## src/hw/rtl/etu_div_cell.sv

```systemverilog
`default_nettype none
module etu_div_cell #(
    parameter int DW = 32,
    parameter int QW = 31,
    parameter int SW = 8
) (
    input  wire logic          aclk,
    input  wire logic          aresetn,
    input  wire logic          en,
    input  wire logic          in_valid,
    input  wire logic [DW-1:0] rem_in,
    input  wire logic [DW-1:0] den_in,
    input  wire logic [QW-1:0] quo_in,
    input  wire logic [QW-1:0] lo_in,
    input  wire logic [SW-1:0] side_in,
    output logic               out_valid,
    output logic [DW-1:0]      rem_out,
    output logic [DW-1:0]      den_out,
    output logic [QW-1:0]      quo_out,
    output logic [QW-1:0]      lo_out,
    output logic [SW-1:0]      side_out
);

    logic          valid_reg;
    logic [DW-1:0] rem_reg, rem_next;
    logic [DW-1:0] den_reg;
    logic [QW-1:0] quo_reg, quo_next;
    logic [QW-1:0] lo_reg, lo_next;
    logic [SW-1:0] side_reg;
    logic [DW:0]   trial;
    logic [DW:0]   diff;
    logic          ge;

    // one restoring division step: bring down a bit, subtract if it fits
    always_comb begin
        trial    = {rem_in, lo_in[QW-1]};
        diff     = trial - {1'b0, den_in};
        ge       = (trial >= {1'b0, den_in});
        rem_next = ge ? diff[DW-1:0] : trial[DW-1:0];
        quo_next = {quo_in[QW-2:0], ge};
        lo_next  = {lo_in[QW-2:0], 1'b0};
    end

    always_ff @(posedge aclk) begin
        if (!aresetn) begin
            valid_reg <= 1'b0;
        end else if (en) begin
            valid_reg <= in_valid;
        end
    end

    always_ff @(posedge aclk) begin
        if (en) begin
            rem_reg  <= rem_next;
            den_reg  <= den_in;
            quo_reg  <= quo_next;
            lo_reg   <= lo_next;
            side_reg <= side_in;
        end
    end

    assign out_valid = valid_reg;
    assign rem_out   = rem_reg;
    assign den_out   = den_reg;
    assign quo_out   = quo_reg;
    assign lo_out    = lo_reg;
    assign side_out  = side_reg;

endmodule
`default_nettype wire

```

## config.mk

```make
export PLATFORM = sky130hd
export DESIGN_NAME = etu_div_cell
export DESIGN_NICKNAME = d
export VERILOG_FILES = /design/src/hw/rtl/etu_div_cell.sv
export SDC_FILE = /design/constraint.sdc
export NUM_CORES = 1
export LEC_CHECK = 0
export ABC_AREA = 1
export BUFFER_PORTS_ARGS = -buffer_cell sky130_fd_sc_hd__buf_4
export CELL_PAD_IN_SITES_DETAIL_PLACEMENT = 1
export CELL_PAD_IN_SITES_GLOBAL_PLACEMENT = 2
export CORE_MARGIN = 4
export CORE_UTILIZATION = 29
export CTS_CLUSTER_SIZE = 40
export DETAILED_ROUTE_END_ITERATION = 6
export PLACE_DENSITY_LB_ADDON = 0.1
export REMOVE_ABC_BUFFERS = 1
export SETUP_SLACK_MARGIN = 0.4
export SLEW_MARGIN = 15
export SYNTH_ARGS = -nofsm -noshare
export SYNTH_HDL_FRONTEND = slang
export SYNTH_SLANG_ARGS = --single-unit
```

## constraint.sdc

```tcl
create_clock -name aclk -period 2.5 [get_ports aclk]
set_clock_uncertainty 0.15 [all_clocks]
set_input_delay 0.5 -clock aclk [delete_from_list [all_inputs] [get_ports aclk]]
set_output_delay 0.5 -clock aclk [all_outputs]
set_load 0.05 [all_outputs]
```

==> flow_metrics.env, run 1 <==
export IMPL_finalNetCount=1341
export IMPL_drc=0
export IMPL_ant_nets=0
export IMPL_crit_slowest_cell="ha_4"
export IMPL_grt_pass1_vias=6779
export IMPL_clock_fmax_ghz=0.4890
export IMPL_wl_met3_mm=1.868
export IMPL_cts_path_max_buffers=2
export IMPL_cts_buffers=17
export IMPL_clk_pin_slew_ns=0.07
export IMPL_status="complete, no violations"
export IMPL_ys_seq_area_frac=0.5575
export IMPL_gp_congestion=0.8008
export IMPL_worst_path_largest_cell_delay_ns=0.28
export IMPL_pre_cts_ws_ns=-0.2661
export IMPL_rows=57
export IMPL_synth_top_area_frac=0.5547
export IMPL_layout_commonest_cell="buf_4"
export IMPL_start_util=0.2952
export IMPL_holdBufCountCts=0
export IMPL_cts_sinks=134
export IMPL_netlist_top_cells_area="edfxtp_1 55%, nand2_1 14%, inv_1 7.9%"
export IMPL_synth_cells=786
export IMPL_root_buffer="clkbuf_16"
export IMPL_wl_mm=25.81
export IMPL_wire_per_inst_um=17.13
export IMPL_critPathBufInv=5
export IMPL_syn2layout_area_growth_pct=64.36
export IMPL_fp_dieW_um=165.6
export IMPL_dp_hpwl_mm=20.09
export IMPL_worst_setup_path_type="in2reg"
export IMPL_period_needed_ns=2.045
export IMPL_drt_met1_wl_mm=10.77
export IMPL_cp_common_cell="nand2_2"
export IMPL_grt_remaining_overflow=0
export IMPL_setup_tns_ns=0
export IMPL_hold_viol_final=0
export IMPL_synth_edf_count=133
export IMPL_path_max_fanout=7
export IMPL_end_kind="register"
export IMPL_maxCapViolations=0
export IMPL_grt_max_degree=57
export IMPL_grt_pass1_wl_mm=37.76
export IMPL_die_h_um=165.6
export IMPL_drtIter0Drc=201
export IMPL_setup_violations_final=0
export IMPL_rsz0062_at_grt="no"
export IMPL_ys_warn_count=0
export IMPL_synth_cell_types=29
export IMPL_top_layer="met4"
export IMPL_syn_area_per_cell_um2=9.160
export IMPL_ys_ff_latch=134
export IMPL_syn_area_um2=7199
export IMPL_gr_usage_all_layers=0.1819
export IMPL_critPathTopFamily="simple AND/OR/NAND/NOR gates"
export IMPL_timing_final_crit_share=0.8180
export IMPL_routed_via_density=4.291
export IMPL_p_leak_nw=5.704
export IMPL_ios=273
export IMPL_core_area_um2=24390
export IMPL_yosys_area_top_type="edfxtp_1"
export IMPL_async_flop_share=0
export IMPL_antenna_found_initial=0
export IMPL_ir_drop_mv=0.4046
export IMPL_final_cell_mix="359 x buf_4, 238 x nand2_1, 133 x inv_1, 133 x edfxtp_1, 38 x nand3_1"
export IMPL_hold_path_class="in2reg"
export IMPL_powerDensity_nw_per_um2=670.2
export IMPL_n_antenna_cell=0
export IMPL_worstPathArrival_ns=2.07
export IMPL_finalMaxSlewViolations=0
export IMPL_drive_above_1_share=0.4717
export IMPL_worstPathRequired_ns=2.53
export IMPL_timing_final_ws_setup_ns=0.4551
export IMPL_dr_pass1_iters=7
export IMPL_cts_tree="yes"
export IMPL_worstSetupStartpointType="input pin"
export IMPL_path_cells="buf_4 -> inv_2 -> ha_4 -> nand2_2 -> nor2_1 -> buf_4 -> nand2_2 -> nor3_2 -> nand2_1 -> nand2_2 -> nor2_4 -> buf_6 -> clkbuf_16 -> nand3_1 -> nand2_1"
export IMPL_htreeDepth=4
export IMPL_route_met2_wl_mm=12.92
export IMPL_io_buffers=270
export IMPL_dieArea_um2=27410
export IMPL_synthFlopType="edfxtp_1"
export IMPL_vias=6467
export IMPL_clock_latency_ns=0.43
kinds of logic after synthesis:
kind of cell | Yosys count | share of synthesized area
simple gates | 415 | 0.2553
buf+inv | 162 | 0.09176
flops | 134 | 0.5575
fa+ha+maj | 33 | 0.05839
compound gates | 27 | 0.01946
xor+xnor | 14 | 0.01703
other cells | 1 | 0.0005209
synthesized netlist by cell type (2+ instances only):
| library cell | number |
|---|---|
| a21o_1 | 2 |
| a21oi_1 | 22 |
| and2_1 | 8 |
| buf_12 | 2 |
| buf_2 | 7 |
| edfxtp_1 | 133 |
| ha_1 | 32 |
| inv_1 | 151 |
| nand2_1 | 274 |
| nand2_2 | 3 |
| nand3_1 | 56 |
| nand3_2 | 11 |
| nand3b_1 | 11 |
| nand4_1 | 3 |
| nor2_1 | 34 |
| nor2_2 | 3 |
| nor3_1 | 6 |
| nor3_2 | 3 |
| o21ai_0 | 3 |
| xor2_1 | 13 |
where the power goes:
group / switching, mW / total (mW) / internal, mW
logic: 1.60 / 2.56 / 0.961
registers: 0.0597 / 2.79 / 2.73
clock network: 1.08 / 2.58 / 1.50
path summary, 6_finish.rpt:
| path | start | end | slack [ns] | cells after the start |
|---|---|---|---|---|
| worst max-delay path | den_in[26] | rem_out[18] | 0.46 | 15 |
| worst min-delay path | lo_in[6] | lo_out[7] | 0.09 | 1 |
| worst max register to register | out_valid | out_valid | 1.71 | 2 |
| worst min register to register | out_valid | out_valid | 0.40 | 2 |
registers in the layout, indices dropped and copies added, names as in the netlist:
name,flops
rem_out,32
quo_out,31
lo_out,30
den_out,32
side_out,8
out_valid,1
through the flow:
stage,utilization,cell area (um2),hold WS (ns),instances,total power [mW]
2_1_floorplan,-,7106,0.4435,775,4.172
3_3_place_gp,0.4235,10330,0.3851,1464,5.155
3_5_place_dp,0.4235,10330,0.3869,1464,5.180
4_1_cts,0.4667,11380,0.07836,1501,7.923
5_1_grt,0.4851,11830,0.06722,1507,8.341
6_report,0.4851,11830,0.09190,1507,7.930
per-layer routing:
layer	vias up	track usage
met5	-	0
li1	3288	-
met2	186	0.3216
met1	2976	0.2238
met4	0	0.04499
met3	17	0.04319
layout make-up:
cell class / instances / area (um2)
Tap cell: 324 / 405.4
Inverter: 151 / 566.8
Fill cell: 2819 / 12560
Clock buffer: 18 / 429.2
Clock inverter: 14 / 161.4
Multi-Input combinational cell: 490 / 3281
Sequential cell: 134 / 4014
Timing Repair Buffer: 376 / 2975
repair_timing:
item / in CTS / in global routing
setup buffers: 5 / 4
gates cloned: 0 / 2
resized for setup: 57 / 101
pin swaps: 8 / 31
setup endpoints to repair: 33 / 32
No activity file was read; power rests on OpenSTA's default activity.
==> inputs of run 2 (changes only) <==
--- a/config.mk
+++ b/config.mk
@@ -10,7 +10,7 @@
 export CELL_PAD_IN_SITES_DETAIL_PLACEMENT = 1
 export CELL_PAD_IN_SITES_GLOBAL_PLACEMENT = 2
 export CORE_MARGIN = 4
-export CORE_UTILIZATION = 29
+export CORE_UTILIZATION = 26
 export CTS_CLUSTER_SIZE = 40
 export DETAILED_ROUTE_END_ITERATION = 6
 export PLACE_DENSITY_LB_ADDON = 0.1
==> constraint.sdc (replaced) <==
create_clock -name aclk -period 1.8 [get_ports aclk]
set_clock_uncertainty 0.15 [all_clocks]
set_input_delay 0.36 -clock aclk [delete_from_list [all_inputs] [get_ports aclk]]
set_output_delay 0.36 -clock aclk [all_outputs]
set_load 0.05 [all_outputs]
==> run 2 against run 1 <==
Effect of this change: the run now ends with negative setup slack left; combinational power grew 65%; first-iteration DRC count grew 88%; final area grew 19%; power grew 47%; largest cell class is now non-clock buffers; largest power group is now combinational cells.
==> flow_metrics.env, run 2 (synthesis gave the netlist of run 1 again) <==
export IMPL_die_h_um=174.4
export IMPL_finalNetCount=1483
export IMPL_cts_tree="yes"
export IMPL_setup_tns_ns=-3.623
export IMPL_layout_commonest_cell="buf_4"
export IMPL_setup_violations_final=32
export IMPL_reg2reg_to="out_valid"
export IMPL_maxCapViolations=0
export IMPL_n_fill_cell=2990
export IMPL_worstPathRequired_ns=1.84
export IMPL_n_antenna_cell=0
export IMPL_rsz0062_at_grt="yes"
export IMPL_worstSetupStartpointType="input pin"
export IMPL_finalMaxSlewViolations=0
export IMPL_final_cell_mix="246 x buf_4, 219 x nand2_1, 152 x buf_6, 133 x edfxtp_1, 122 x inv_1"
export IMPL_violations="negative setup slack"
export IMPL_worstHoldStart="in_valid"
export IMPL_ant_nets=0
export IMPL_power_total_mw=11.67
export IMPL_path_max_fanout=8
export IMPL_vias=7191
export IMPL_timing_final_ws_setup_ns=-0.1565
export IMPL_cts_path_max_buffers=2
export IMPL_cts_buffers=17
export IMPL_dieArea_um2=30420
export IMPL_reg2reg_setup_slack_ns=0.94
export IMPL_powerDensity_nw_per_um2=828.5
export IMPL_grt_pass1_wl_mm=46.62
export IMPL_grt_pass1_vias=7879
export IMPL_p_leak_nw=6.608
export IMPL_end_kind="register"
export IMPL_grt_remaining_overflow=0
export IMPL_antenna_found_initial=1
export IMPL_root_buffer="clkbuf_16"
export IMPL_dr_pass1_iters=4
export IMPL_routed_via_density=4.237
export IMPL_pre_cts_ws_ns=-0.8555
export IMPL_fp_dieW_um=174.4
export IMPL_dp_hpwl_mm=21.24
export IMPL_clock_latency_ns=0.42
export IMPL_ff2ff_path_depth=2
export IMPL_reg2reg_from="out_valid"
export IMPL_wire_per_inst_um=18.10
export IMPL_wl_mm=30.72
export IMPL_hold_end="out_valid"
export IMPL_clock_fmax_ghz=0.5111
export IMPL_status="complete, but fails checks"
export IMPL_drtIter0Drc=377
export IMPL_ir_drop_mv=0.3947
export IMPL_hold_path_class="in2reg"
export IMPL_gr_usage_all_layers=0.1976
export IMPL_min_path_cells=3
export IMPL_dpl_cell_area_um2=10600
export IMPL_clk_pin_slew_ns=0.07
export IMPL_htreeDepth=4
export IMPL_start_util=0.2657
export IMPL_period_needed_ns=1.956
export IMPL_hold_viol_final=0
export IMPL_grt_max_degree=41
export IMPL_rows=60
export IMPL_ios=273
export IMPL_cts_sinks=134
export IMPL_drive_above_1_share=0.4913
export IMPL_syn2layout_area_growth_pct=95.62
export IMPL_drc=0
export IMPL_worst_setup_path_type="in2reg"
export IMPL_core_area_um2=27100
export IMPL_io_buffers=270
export IMPL_timing_final_crit_share=1.087
export IMPL_final_area_um2=14080
export IMPL_gp_congestion=0.8081
export IMPL_worstPathArrival_ns=2.00
==> run 2: power breakdown <==
part / total (mW) / internal [mW] / switching, mW
Sequential: 3.95 / 3.80 / 0.152
Combinational: 4.22 / 1.81 / 2.40
Clock: 3.50 / 1.87 / 1.63
==> run 2: worst max-delay path by stage <==
stage                          start  cells past startpoint  slack, ns          end
after global routing       den_in[8]                     17      -0.22  rem_out[21]
after global placement     lo_in[30]                     14      -0.87  rem_out[28]
after floorplan           den_in[28]                     12      -0.62   rem_out[0]
after detailed placement   lo_in[30]                     14      -0.86  rem_out[28]
final                     den_in[26]                     16      -0.16  rem_out[24]
after CTS                 den_in[27]                     15      -0.17  rem_out[16]
==> run 2: area by class of cell <==
cell class              count  area, um2  area share
repair buffers            517       4952      0.3516
flip-flops and latches    134       4015      0.2851
multi-input cells         491       3498      0.2484
inverters                 151      581.8     0.04131
well taps                 372      465.4     0.03305
clock buffers              18      439.2     0.03118
clock inverters            14      131.4    0.009328
==> run 2: worst max-delay path: stages <==
cell     delay, ns
buf_6         0.10
inv_4         0.05
ha_4          0.20
buf_6         0.13
nand2_4       0.06
nand2_4       0.05
nand2_2       0.07
nand2_4       0.06
a21oi_4       0.12
nand2_2       0.08
nor2_4        0.20
nand2_8       0.15
buf_12        0.16
buf_12        0.12
nand3_2       0.05
nand2_2       0.04
==> run 2: metal layers <==
metal	vias up	GRT usage	part of all wire
li1	3570	-	-
met2	208	0.3475	0.50
met4	2	0.03695	0.0072
met3	20	0.04676	0.059
met5	-	0	0.00042
met1	3391	0.2497	0.43
==> run 2: timing repair <==
item	4_1_cts	5_1_grt
gates cloned	4	1
buffers inserted	17	10
resized for setup	265	119
endpoints found under the setup margin	167	167
hold buffers	100	0
endpoints found under the hold margin	100	0
pin swaps	31	34
==> run 2: stage by stage <==
stage	cells	hold slack, ns	utilization
after global routing	1697	0.02822	0.5197
final	1697	0.03965	0.5197
after CTS	1686	0.009983	0.5007
after global placement	1533	0.3826	0.3910
after detailed placement	1533	0.3893	0.3910
after floorplan	775	0.3035	-
