==> config.mk <==
export PLATFORM = sky130hd
export DESIGN_NAME = etu_sqrt_cell
export DESIGN_NICKNAME = d
export VERILOG_FILES = /design/src/hw/rtl/etu_sqrt_cell.sv
export SDC_FILE = /design/constraint.sdc
export NUM_CORES = 1
export LEC_CHECK = 0
export BUFFER_PORTS_ARGS = -buffer_cell sky130_fd_sc_hd__buf_2
export CAP_MARGIN = 40
export CELL_PAD_IN_SITES_DETAIL_PLACEMENT = 1
export CELL_PAD_IN_SITES_GLOBAL_PLACEMENT = 1
export CORE_AREA = 5 5 162 164
export CTS_CLUSTER_DIAMETER = 30
export CTS_CLUSTER_SIZE = 8
export DETAILED_ROUTE_END_ITERATION = 6
export DIE_AREA = 0 0 167 169
export HOLD_SLACK_MARGIN = 0.02
export PLACE_DENSITY_LB_ADDON = 0.1
export SLEW_MARGIN = 20
export SYNTH_ARGS = -nofsm -noshare
export SYNTH_HDL_FRONTEND = slang
export SYNTH_SLANG_ARGS = --single-unit
==> constraint.sdc <==
create_clock -name aclk -period 4.39 [get_ports aclk]
set_clock_uncertainty 0.05 [all_clocks]
set_input_delay 0.6585 -clock aclk [delete_from_list [all_inputs] [get_ports aclk]]
set_output_delay 0.6585 -clock aclk [all_outputs]
set_load 0.05 [all_outputs]
==> src/hw/rtl/etu_sqrt_cell.sv <==
`default_nettype none
module etu_sqrt_cell #(
    parameter int RW = 31,
    parameter int SW = 8
) (
    input  wire logic            aclk,
    input  wire logic            aresetn,
    input  wire logic            en,
    input  wire logic            in_valid,
    input  wire logic [RW+1:0]   rem_in,
    input  wire logic [RW-1:0]   root_in,
    input  wire logic [2*RW-1:0] rad_in,
    input  wire logic [SW-1:0]   side_in,
    output logic                 out_valid,
    output logic [RW+1:0]        rem_out,
    output logic [RW-1:0]        root_out,
    output logic [2*RW-1:0]      rad_out,
    output logic [SW-1:0]        side_out
);

    logic            valid_reg;
    logic [RW+1:0]   rem_reg, rem_next;
    logic [RW-1:0]   root_reg, root_next;
    logic [2*RW-1:0] rad_reg, rad_next;
    logic [SW-1:0]   side_reg;
    logic [RW+3:0]   acc;
    logic [RW+3:0]   tst;
    logic [RW+3:0]   diff;
    logic            ge;

    // one root digit: bring down two radicand bits, try root*4+1
    always_comb begin
        acc       = {rem_in, rad_in[2*RW-1:2*RW-2]};
        tst       = {2'b00, root_in, 2'b01};
        diff      = acc - tst;
        ge        = (acc >= tst);
        rem_next  = ge ? diff[RW+1:0] : acc[RW+1:0];
        root_next = {root_in[RW-2:0], ge};
        rad_next  = {rad_in[2*RW-3:0], 2'b00};
    end

    always_ff @(posedge aclk) begin
        if (!aresetn) begin
            valid_reg <= 1'b0;
        end else if (en) begin
            valid_reg <= in_valid;
        end
    end

    always_ff @(posedge aclk) begin
        if (en) begin
            rem_reg  <= rem_next;
            root_reg <= root_next;
            rad_reg  <= rad_next;
            side_reg <= side_in;
        end
    end

    assign out_valid = valid_reg;
    assign rem_out   = rem_reg;
    assign root_out  = root_reg;
    assign rad_out   = rad_reg;
    assign side_out  = side_reg;

endmodule
`default_nettype wire

==> results of run 1 <==
[synthesized netlist by cell type, types with 4 or more instances]
cell type | instances | area (um^2)
nand3_1 | 15 | 75.1
ha_1 | 33 | 413
xor2_1 | 15 | 131
and3_1 | 6 | 37.5
edfxtp_1 | 132 | 3960
xnor2_1 | 13 | 114
a211oi_1 | 6 | 45.0
nor3_1 | 10 | 50.1
buf_6 | 5 | 56.3
a31oi_1 | 5 | 31.3
o21ai_0 | 18 | 90.1
a21oi_2 | 17 | 149
inv_1 | 43 | 161
a21o_1 | 7 | 52.6
nand2b_1 | 6 | 37.5
a21oi_1 | 40 | 200
nor2_1 | 45 | 169
o21bai_1 | 6 | 45.0
nand4_1 | 4 | 25.0
buf_4 | 5 | 37.5
nand2_1 | 26 | 97.6
[cell usage in the layout (no fill, tap or decap), types with 7 or more instances in the layout]
master | synthesis | final
nand3_1 | 15 | 15
xnor2_1 | 13 | 13
a21oi_1 | 40 | 40
nand2_1 | 26 | 26
buf_2 | 2 | 269
edfxtp_1 | 132 | 132
ha_1 | 33 | 33
xor2_1 | 15 | 15
inv_1 | 43 | 43
a21oi_2 | 17 | 17
nor3_1 | 10 | 10
nor2_1 | 45 | 45
clkbuf_16 | 0 | 17
a21o_1 | 7 | 7
o21ai_0 | 18 | 18
[registers in the layout, indices dropped and copies added (netlist names)]
register and count:
out_valid 1, rem_out 33, side_out 8, root_out 31, rad_out 60
[metal layers]
layer | part of all wire, % | up-vias | wire length [um]
met2 | 47 | 185 | 9840
met1 | 46 | 2463 | 9540
met5 | 0.062 | - | 13
li1 | - | 2505 | -
met4 | 0.92 | 2 | 193
met3 | 6.4 | 14 | 1350
[cell type report]
cell class              count  area share [%]
flip-flops and latches    133            44.9
inverters                  44            1.86
multi-input cells         330            25.9
diodes                      2          0.0564
repair buffers            275            15.9
well taps                 330            4.66
clock inverters            14            1.88
clock buffers              18            4.84
[where the power goes]
part	leakage (nW)	switching, W	internal [W]
clock network	0.283	0.000620	0.000858
registers	1.30	0.0000309	0.00155
logic	2.25	0.000788	0.000291
[worst max path at each step]
stage                            endpoint  slack, ns  depth (start not counted)
floorplan           rem_out[28]$_DFFE_PP_       1.30                         11
detailed placement  rem_out[20]$_DFFE_PP_       0.61                         10
finish               rem_out[8]$_DFFE_PP_       1.05                         10
global placement    rem_out[23]$_DFFE_PP_       0.67                         10
CTS                 rem_out[23]$_DFFE_PP_       1.06                         10
global route        rem_out[20]$_DFFE_PP_       0.89                         10
[per-stage QoR]
stage,cell area (um^2),std cells
global placement,8270,1112
floorplan,6560,522
CTS,8860,1144
finish,8870,1146
detailed placement,8270,1112
global route,8860,1144
[kinds of logic after synthesis]
kind of cell / count (synthesis)
and+or+nand+nor: 130
buffers and inverters: 59
adders and majority gates: 33
DFF: 133
xor gates and xnor gates: 28
AOI/OAI and AO/OA: 130
other: 1
muxes: 7
==> metrics.cfg, run 1 <==
[status]
run_status=finished clean

[critical_path]
cp-start-kind=primary input
rr_endpoint=out_valid$_SDFFE_PN0P_
path_delay_family=compound AO/OA/AOI/OAI gates
worstReg2RegStart=out_valid$_SDFFE_PN0P_
crit_chain=buf_2 > inv_1 > ha_1 > inv_2 > nor3_1 > and3_1 > nand2_1 > o31a_1 > a21bo_4 > mux2_1
critical_path_class=primary input to flop
worstSetupStartpoint=root_in[24]
cp.arrival_ns=3.45
r2r_cells=2
slowest_stage=a21bo_4
cp_max_fo=30
endpoint_kind=flop
cpPeakStageDelay_ns=0.51
r2r_slack_ns=3.75
cp.required_ns=4.50
crit_buf_inv=3

[timing]
fmax_mhz=299
post-route-period-util_pct=76.1
setup_viol=0
tns_ns=0
final_hold_viol_count=0
rsz0062_at_grt=no
period_needed_ns=3.34
worstMarginPinSlew_ns=0.759
timing.hold.ws_ns=0.369
setup_ws_ns=1.05
slew_headroom_pct=49.4
slew_viol_final=0

[logic_synthesis]
syn-cell-area_um2=6560
synth_seq_area_share_pct=60.7
synth.mux.area_fraction_pct=1.24
synthAdderAreaFrac_pct=6.29
synth_top_family_by_area=compound AO/OA/AOI/OAI gates
synthArstFlopShare_pct=0
ys.warnings.count=0
syn_area_per_cell_um2=12.6
synth_compound_area_share_pct=13.9
synth-main-ff-cell=edfxtp_1
synth_xor_xnor_area_share_pct=3.74
synth-seq-cells=133
syn_inst=521
synth-simple-area-share_pct=9.78
ys_types=63
synth_edf_count=132

[layout]
layout.nets=972
multi_input_area_um2=2300
fill_cells=2786
drive_gt1_share_pct=41.6
syn_to_final_growth_pct=35.2
ff_latch_area_um2=3980
final_util_pct=35.8

[power]
ir_drop_mv=0.209
power_density_nw_per_um2=466
p_total_w=0.00414
p_leak_nw=3.83

[placement]
pre_cts_ws_ns=0.613
gp_congestion=0.810
port_buffers=270
post-dp-hpwl_um=16600

[clock_network]
post_cts_resized=0
htree_levels=4
cts-root-buf=clkbuf_16
numCtsBuffers=17
clock_sinks=133
cts_tree=done
postCtsSetupBuffers=0
cts_hold_buf=0
clockBufferDepth=2
clk_latency_ns=0.41
clkSlewWorstSetupHoldPaths_ns=0.07

[global_routing]
grt_pass1_wl_um=32400
met1_usage_pct=19.1
grt_max_degree=79
grt_usage_pct=14.5
antenna_found_initial=1
grt_pass1_vias=5634
use_met3_pct=3.62
met2_usage_pct=24.4
busiest_layer=met2
grt_overflow_total=0

[route]
num_vias=5169
wl_per_cell_um=18.3
ant_nets=0
wirelength_um=20900
initialDrtViolationCount=221
dr.pass1.iters=4
routed_via_density=4.51
drc=0

[die]
core_um2=24700
std_cell_rows=58
start_util_pct=26.5
die-area_um2=28200
die_h_um=169
die_width_um=167
io_pins=273

[worst_hold_path]
min_to=side_out[2]$_DFFE_PP_
holdPathStages=1
hp-class=primary input to flop
hp-start=side_in[2]

[job]
cap_violations=0

No activity file was read; power rests on OpenSTA's default activity.
==> inputs of run 2 (changes only) <==
--- a/config.mk
+++ b/config.mk
@@ -5,15 +5,16 @@
 export SDC_FILE = /design/constraint.sdc
 export NUM_CORES = 1
 export LEC_CHECK = 0
+export ABC_AREA = 1
 export BUFFER_PORTS_ARGS = -buffer_cell sky130_fd_sc_hd__buf_2
 export CAP_MARGIN = 40
 export CELL_PAD_IN_SITES_DETAIL_PLACEMENT = 1
 export CELL_PAD_IN_SITES_GLOBAL_PLACEMENT = 1
-export CORE_AREA = 5 5 162 164
+export CORE_AREA = 5 5 171 173
 export CTS_CLUSTER_DIAMETER = 30
 export CTS_CLUSTER_SIZE = 8
 export DETAILED_ROUTE_END_ITERATION = 6
-export DIE_AREA = 0 0 167 169
+export DIE_AREA = 0 0 176 178
 export HOLD_SLACK_MARGIN = 0.02
 export PLACE_DENSITY_LB_ADDON = 0.1
 export SLEW_MARGIN = 20
==> constraint.sdc (replaced) <==
create_clock -name aclk -period 2.7 [get_ports aclk]
set_clock_uncertainty 0.05 [all_clocks]
set_input_delay 0.405 -clock aclk [delete_from_list [all_inputs] [get_ports aclk]]
set_output_delay 0.405 -clock aclk [all_outputs]
set_load 0.05 [all_outputs]
==> run 2 against run 1 <==
Effect of this change: cell count is 28% higher; critical endpoint is now rem_out[1]$_DFFE_PP_; worst hold slack worse by 0.27 ns; core utilization down 0.45 points; routed wire length up 20%; synthesized cell count up 59%.
==> metrics.cfg, run 2 <==
[logic_synthesis]
synthArstFlopShare_pct=0
syn-cell-area_um2=7330
synth_seq_area_share_pct=54.3
synth-seq-cells=133
synth_area_leader_cell=edfxtp_1
ys_types=33
synth_edf_count=132
synth_area_leaders=edfxtp_1, nand2_1, inv_1
ys.warnings.count=0
synth-main-ff-cell=edfxtp_1
yosys.cell_count.top_type=nand2_1
synth_top_area_share_pct=54.0
syn_area_per_cell_um2=8.88
syn_inst=826
synth_common_cells=nand2_1, inv_1, edfxtp_1

[clock_network]
cts-root-buf=clkbuf_16
numCtsBuffers=17
htree_levels=4
clock_sinks=133
clockBufferDepth=2
clkSlewWorstSetupHoldPaths_ns=0.07
cts_hold_buf=0
postCtsSetupBuffers=0
cts_tree=done
post_cts_resized=0
clk_latency_ns=0.42

[global_routing]
grt_usage_pct=15.8
grt_pass1_vias=6546
grt_overflow_total=0
antenna_found_initial=1
grt_max_degree=46
grt_pass1_wl_um=38000

[critical_path]
cpPeakStageDelay_ns=0.34
cp.arrival_ns=2.18
crit_chain=buf_2 > inv_1 > ha_1 > nand2_1 > inv_2 > nand2_1 > nor2_2 > nand4_1 > nand3_2 > nand2_4 > nand2_8 > o21ai_0
critical_path_class=primary input to flop
path_delay_family=simple AND/OR/NAND/NOR gates
cp-start-kind=primary input
crit_buf_inv=3
cp_max_fo=35
cp.required_ns=2.81
r2r_cells=2
cp_common_cell=nand2_1
cp.depth=12
slowest_stage=ha_1
endpoint_kind=flop

[power]
power_density_nw_per_um2=697
pwr-share-seq_pct=37.7
pwr-share-clk_pct=35.6
internal-power_w=0.00435
p_switching_w=0.00243
p_total_w=0.00678
pwr-share-comb_pct=26.7
sw_frac_of_total_pct=35.9
ir_drop_mv=0.368
p_leak_nw=4.98

[timing]
final_hold_viol_count=0
period_needed_ns=2.07
post-route-period-util_pct=76.6
rsz0062_at_grt=no
fmax_mhz=483
slew_viol_final=0
setup_viol=0
tns_ns=0

[worst_hold_path]
holdPathStages=1
hp-class=primary input to flop

[layout]
drive_gt1_share_pct=30.9
layout.nets=1282
diodes=0
final_cell_mix=nand2_1, buf_2, inv_1
final_common_cell=nand2_1
fill_cells=3306
largest_reg_flops=60
syn_to_final_growth_pct=32.6

[route]
dr.pass1.iters=4
initialDrtViolationCount=251
highest_layer=met5
routed_via_density=4.28
ant_nets=0
wl_per_cell_um=17.0
num_vias=6296
m1WireLength_um=11600
met3WireLength_um=1570
wirelength_um=25000
wl_met2_um=11600
drc=0

[job]
cap_violations=0

[status]
run_status=finished clean

[die]
std_cell_rows=61
die_width_um=176
core_um2=27500
start_util_pct=26.7
die_h_um=178
die-area_um2=31300
io_pins=273

[placement]
post-dp-hpwl_um=20100
port_buffers=270
gp_congestion=0.824

run 2: cell count changes in the layout (fill, tap and decap cells not counted), moves of 10 or more:
cell and delta:
nand2_1 +265, inv_1 +114, nand3_1 +43, a21oi_1 -19
a21oi_2 -17, nand3_2 +16, o21ai_0 -16, xnor2_1 -12
nor2_1 -10
run 2: layer usage:
layer  up-vias  global-route usage (%)
met1      2887                    20.8
met5         -                       0
met4         2                    3.90
li1       3191                       -
met2       201                    26.4
met3        15                    3.60
run 2: cell families after synthesis:
| group | Yosys count | share of synthesized area, % |
|---|---|---|
| simple gates | 443 | 26.8 |
| other cells | 1 | 0.0511 |
| flops | 133 | 54.3 |
| buf+inv | 177 | 9.74 |
| fa+ha+maj | 33 | 5.63 |
| xor+xnor | 14 | 1.67 |
| compound gates | 25 | 1.77 |
run 2: cell type report:
cell class	count	area [um^2]	share of cell area [%]
timing repair buffer	276	1450	14.9
sequential	133	3980	41.0
clock inverter	14	163	1.67
multi-input combinational	517	2640	27.1
clock buffer	18	429	4.41
inverter	166	623	6.41
tap	346	433	4.45
run 2: metrics by stage:
step,cells,instance area (um^2),util (%),setup WS (ns),hold slack [ns]
after floorplan,827,7340,-,0.663,0.448
after global placement,1438,9130,33.2,0.147,0.473
after detailed placement,1438,9130,33.2,0.149,0.489
after CTS,1470,9720,35.4,0.584,0.0803
after global routing,1470,9720,35.4,0.466,0.0776
final,1470,9720,35.4,0.631,0.0972
run 2: final timing paths:
path         slack (ns)                    from                      to
min                 0.1              rad_in[10]   rad_out[12]$_DFFE_PP_
max reg2reg        2.02  out_valid$_SDFFE_PN0P_  out_valid$_SDFFE_PN0P_
max                0.63             root_in[11]    rem_out[1]$_DFFE_PP_
min reg2reg        0.50  out_valid$_SDFFE_PN0P_  out_valid$_SDFFE_PN0P_
run 2: power by group through the flow:
stage	Sequential [W]	Combinational, W	Clock, W
finish	0.00256	0.00181	0.00241
CTS	0.00256	0.00185	0.00251
global route	0.00258	0.00197	0.00259
floorplan	0.00332	0.000566	0
global placement	0.00261	0.00183	0
detailed placement	0.00260	0.00184	0
==> inputs of run 3 (changes only) <==
--- a/config.mk
+++ b/config.mk
@@ -5,16 +5,16 @@
 export SDC_FILE = /design/constraint.sdc
 export NUM_CORES = 1
 export LEC_CHECK = 0
-export ABC_AREA = 1
+export ABC_AREA = 0
 export BUFFER_PORTS_ARGS = -buffer_cell sky130_fd_sc_hd__buf_2
 export CAP_MARGIN = 40
 export CELL_PAD_IN_SITES_DETAIL_PLACEMENT = 1
 export CELL_PAD_IN_SITES_GLOBAL_PLACEMENT = 1
-export CORE_AREA = 5 5 171 173
+export CORE_AREA = 5 5 162 164
 export CTS_CLUSTER_DIAMETER = 30
 export CTS_CLUSTER_SIZE = 8
 export DETAILED_ROUTE_END_ITERATION = 6
-export DIE_AREA = 0 0 176 178
+export DIE_AREA = 0 0 167 169
 export HOLD_SLACK_MARGIN = 0.02
 export PLACE_DENSITY_LB_ADDON = 0.1
 export SLEW_MARGIN = 20
==> constraint.sdc (replaced) <==
create_clock -name aclk -period 1.7 [get_ports aclk]
set_clock_uncertainty 0.05 [all_clocks]
set_input_delay 0.255 -clock aclk [delete_from_list [all_inputs] [get_ports aclk]]
set_output_delay 0.255 -clock aclk [all_outputs]
set_load 0.05 [all_outputs]
==> run 3 against run 2 <==
Effect of this change: combinational power up 120%; clock power up 59%; via count down 0.41%; first-iteration DRC count down 9.2%; core utilization up 14 points; global-route usage up 1.4 points; cell area up 25%; critical path type unchanged; the flow now finishes with violations (setup timing); sequential cell count unchanged; sequential power up 60%.
==> metrics.cfg, run 3 (synthesis gave the netlist of run 1 again) <==
[status]
run_status=finished with violations
violations=setup timing

[global_routing]
grt_pass1_wl_um=38400
grt_pass1_vias=6863
grt_usage_pct=17.1
antenna_found_initial=0
grt_overflow_total=0
grt_max_degree=68

[critical_path]
critical_path_class=primary input to flop
cp-start-kind=primary input
cp.required_ns=1.82
cp.arrival_ns=2.42
r2r_cells=2
rr_endpoint=out_valid$_SDFFE_PN0P_
r2r_slack_ns=1.06
worstSetupStartpoint=rem_in[6]
cp_max_fo=5
worstReg2RegStart=out_valid$_SDFFE_PN0P_
endpoint_kind=flop
crit_end=rem_out[26]$_DFFE_PP_

[die]
core_um2=24700
die_width_um=167
die-area_um2=28200
start_util_pct=26.5
std_cell_rows=58
io_pins=273
die_h_um=169

[route]
drc=0
routed_via_density=4.47
wirelength_um=24900
num_vias=6270
ant_nets=0
wl_per_cell_um=17.7
dr.pass1.iters=4
initialDrtViolationCount=228

[timing]
setup_ws_ns=-0.601
worstMarginPinSlew_ns=0.508
slew_headroom_pct=65.2
rsz0062_at_grt=yes
slew_viol_final=0
final_hold_viol_count=0
setup_viol=34
post-route-period-util_pct=135
fmax_mhz=435
period_needed_ns=2.30

[placement]
port_buffers=270
gp_congestion=0.845
place_inst=1235
post-dp-hpwl_um=18400
pre_cts_ws_ns=-1.17
place_area_um2=9610

[layout]
stdcell_count=1403
final_cell_mix=buf_2, buf_4, edfxtp_1
ff_latch_area_um2=3980
drive_gt1_share_pct=57.9
final_common_cell=buf_2
multi_input_area_um2=3040
largest_reg_flops=60
layout.nets=1231
fill_cells=2640
syn_to_final_growth_pct=85.8
final_cell_area_um2=12200
diodes=0

[clock_network]
clkSlewWorstSetupHoldPaths_ns=0.06
numCtsBuffers=17
htree_levels=4
clock_sinks=133
clk_latency_ns=0.42
cts-root-buf=clkbuf_16
cts_tree=done
clockBufferDepth=2

[worst_hold_path]
holdPathStages=3
hp-class=primary input to flop

[power]
ir_drop_mv=0.533
p_leak_nw=5.24
power_density_nw_per_um2=970

[job]
cap_violations=0

==> run 3: cell types whose count changed in the layout (fill, tap and decap cells not counted), sizes merged, moves of 36 or more <==
cell,before,now
a21oi,21,57
dlygate4sd3,0,97
nand2,297,28
buf,276,437
nand3,74,15
inv,174,52
==> run 3: routing by layer <==
layer | vias to the layer above | wire length (um) | global-route usage, %
li1 | 3029 | - | -
met1 | 3016 | 10800 | 21.7
met2 | 201 | 12400 | 29.6
met3 | 24 | 1310 | 3.76
met4 | 0 | 312 | 4.94
met5 | - | 0 | 0
==> run 3: layout make-up <==
class                      instances  area share, %
timing repair buffer             534           32.4
inverter                          44           1.75
multi-input combinational        330           25.0
sequential                       133           32.7
clock inverter                    14           1.33
clock buffer                      18           3.52
tap                              330           3.39
==> run 3: how the worst min path moves through the flow <==
stage	start	end	slack, ns
floorplan	rad_in[8]	rad_out[10]$_DFFE_PP_	0.30
global placement	side_in[6]	side_out[6]$_DFFE_PP_	0.38
detailed placement	side_in[0]	side_out[0]$_DFFE_PP_	0.38
CTS	root_in[25]	root_out[26]$_DFFE_PP_	0.03
global route	root_in[25]	root_out[26]$_DFFE_PP_	0.05
finish	in_valid	out_valid$_SDFFE_PN0P_	0.05
==> run 3: metrics by stage <==
| step | hold WS, ns | total power (W) | util, % | setup TNS [ns] |
|---|---|---|---|---|
| floorplan | 0.304 | 0.00632 | - | -23.78 |
| global placement | 0.383 | 0.00747 | 38.9 | -34.40 |
| detailed placement | 0.383 | 0.00751 | 38.9 | -35.77 |
| CTS | 0.0300 | 0.0118 | 47.6 | -15.85 |
| global route | 0.0516 | 0.0124 | 49.3 | -18.92 |
| finish | 0.0475 | 0.0118 | 49.3 | -15.50 |
==> run 3: worst max-delay path: stages <==
cell	delay, ns
buf_8	0.10
ha_4	0.26
a21oi_4	0.14
a21oi_2	0.06
or4_4	0.53
a31oi_4	0.28
buf_6	0.14
o31ai_4	0.08
or3_1	0.33
a41o_1	0.24
==> run 3: where the power goes <==
part / switching, W / total [W] / internal, W
clock: 0.00162 / 0.00383 / 0.00221
sequential: 0.0000879 / 0.00409 / 0.00400
combinational: 0.00237 / 0.00390 / 0.00153
total: 0.00408 / 0.0118 / 0.00774
==> run 3: timing repair <==
action,CTS,global route
buffers inserted,25,15
pin swaps,44,51
hold endpoints to repair,97,0
endpoints found under the setup margin,34,34
hold buffers,97,0
gates resized for setup,99,77
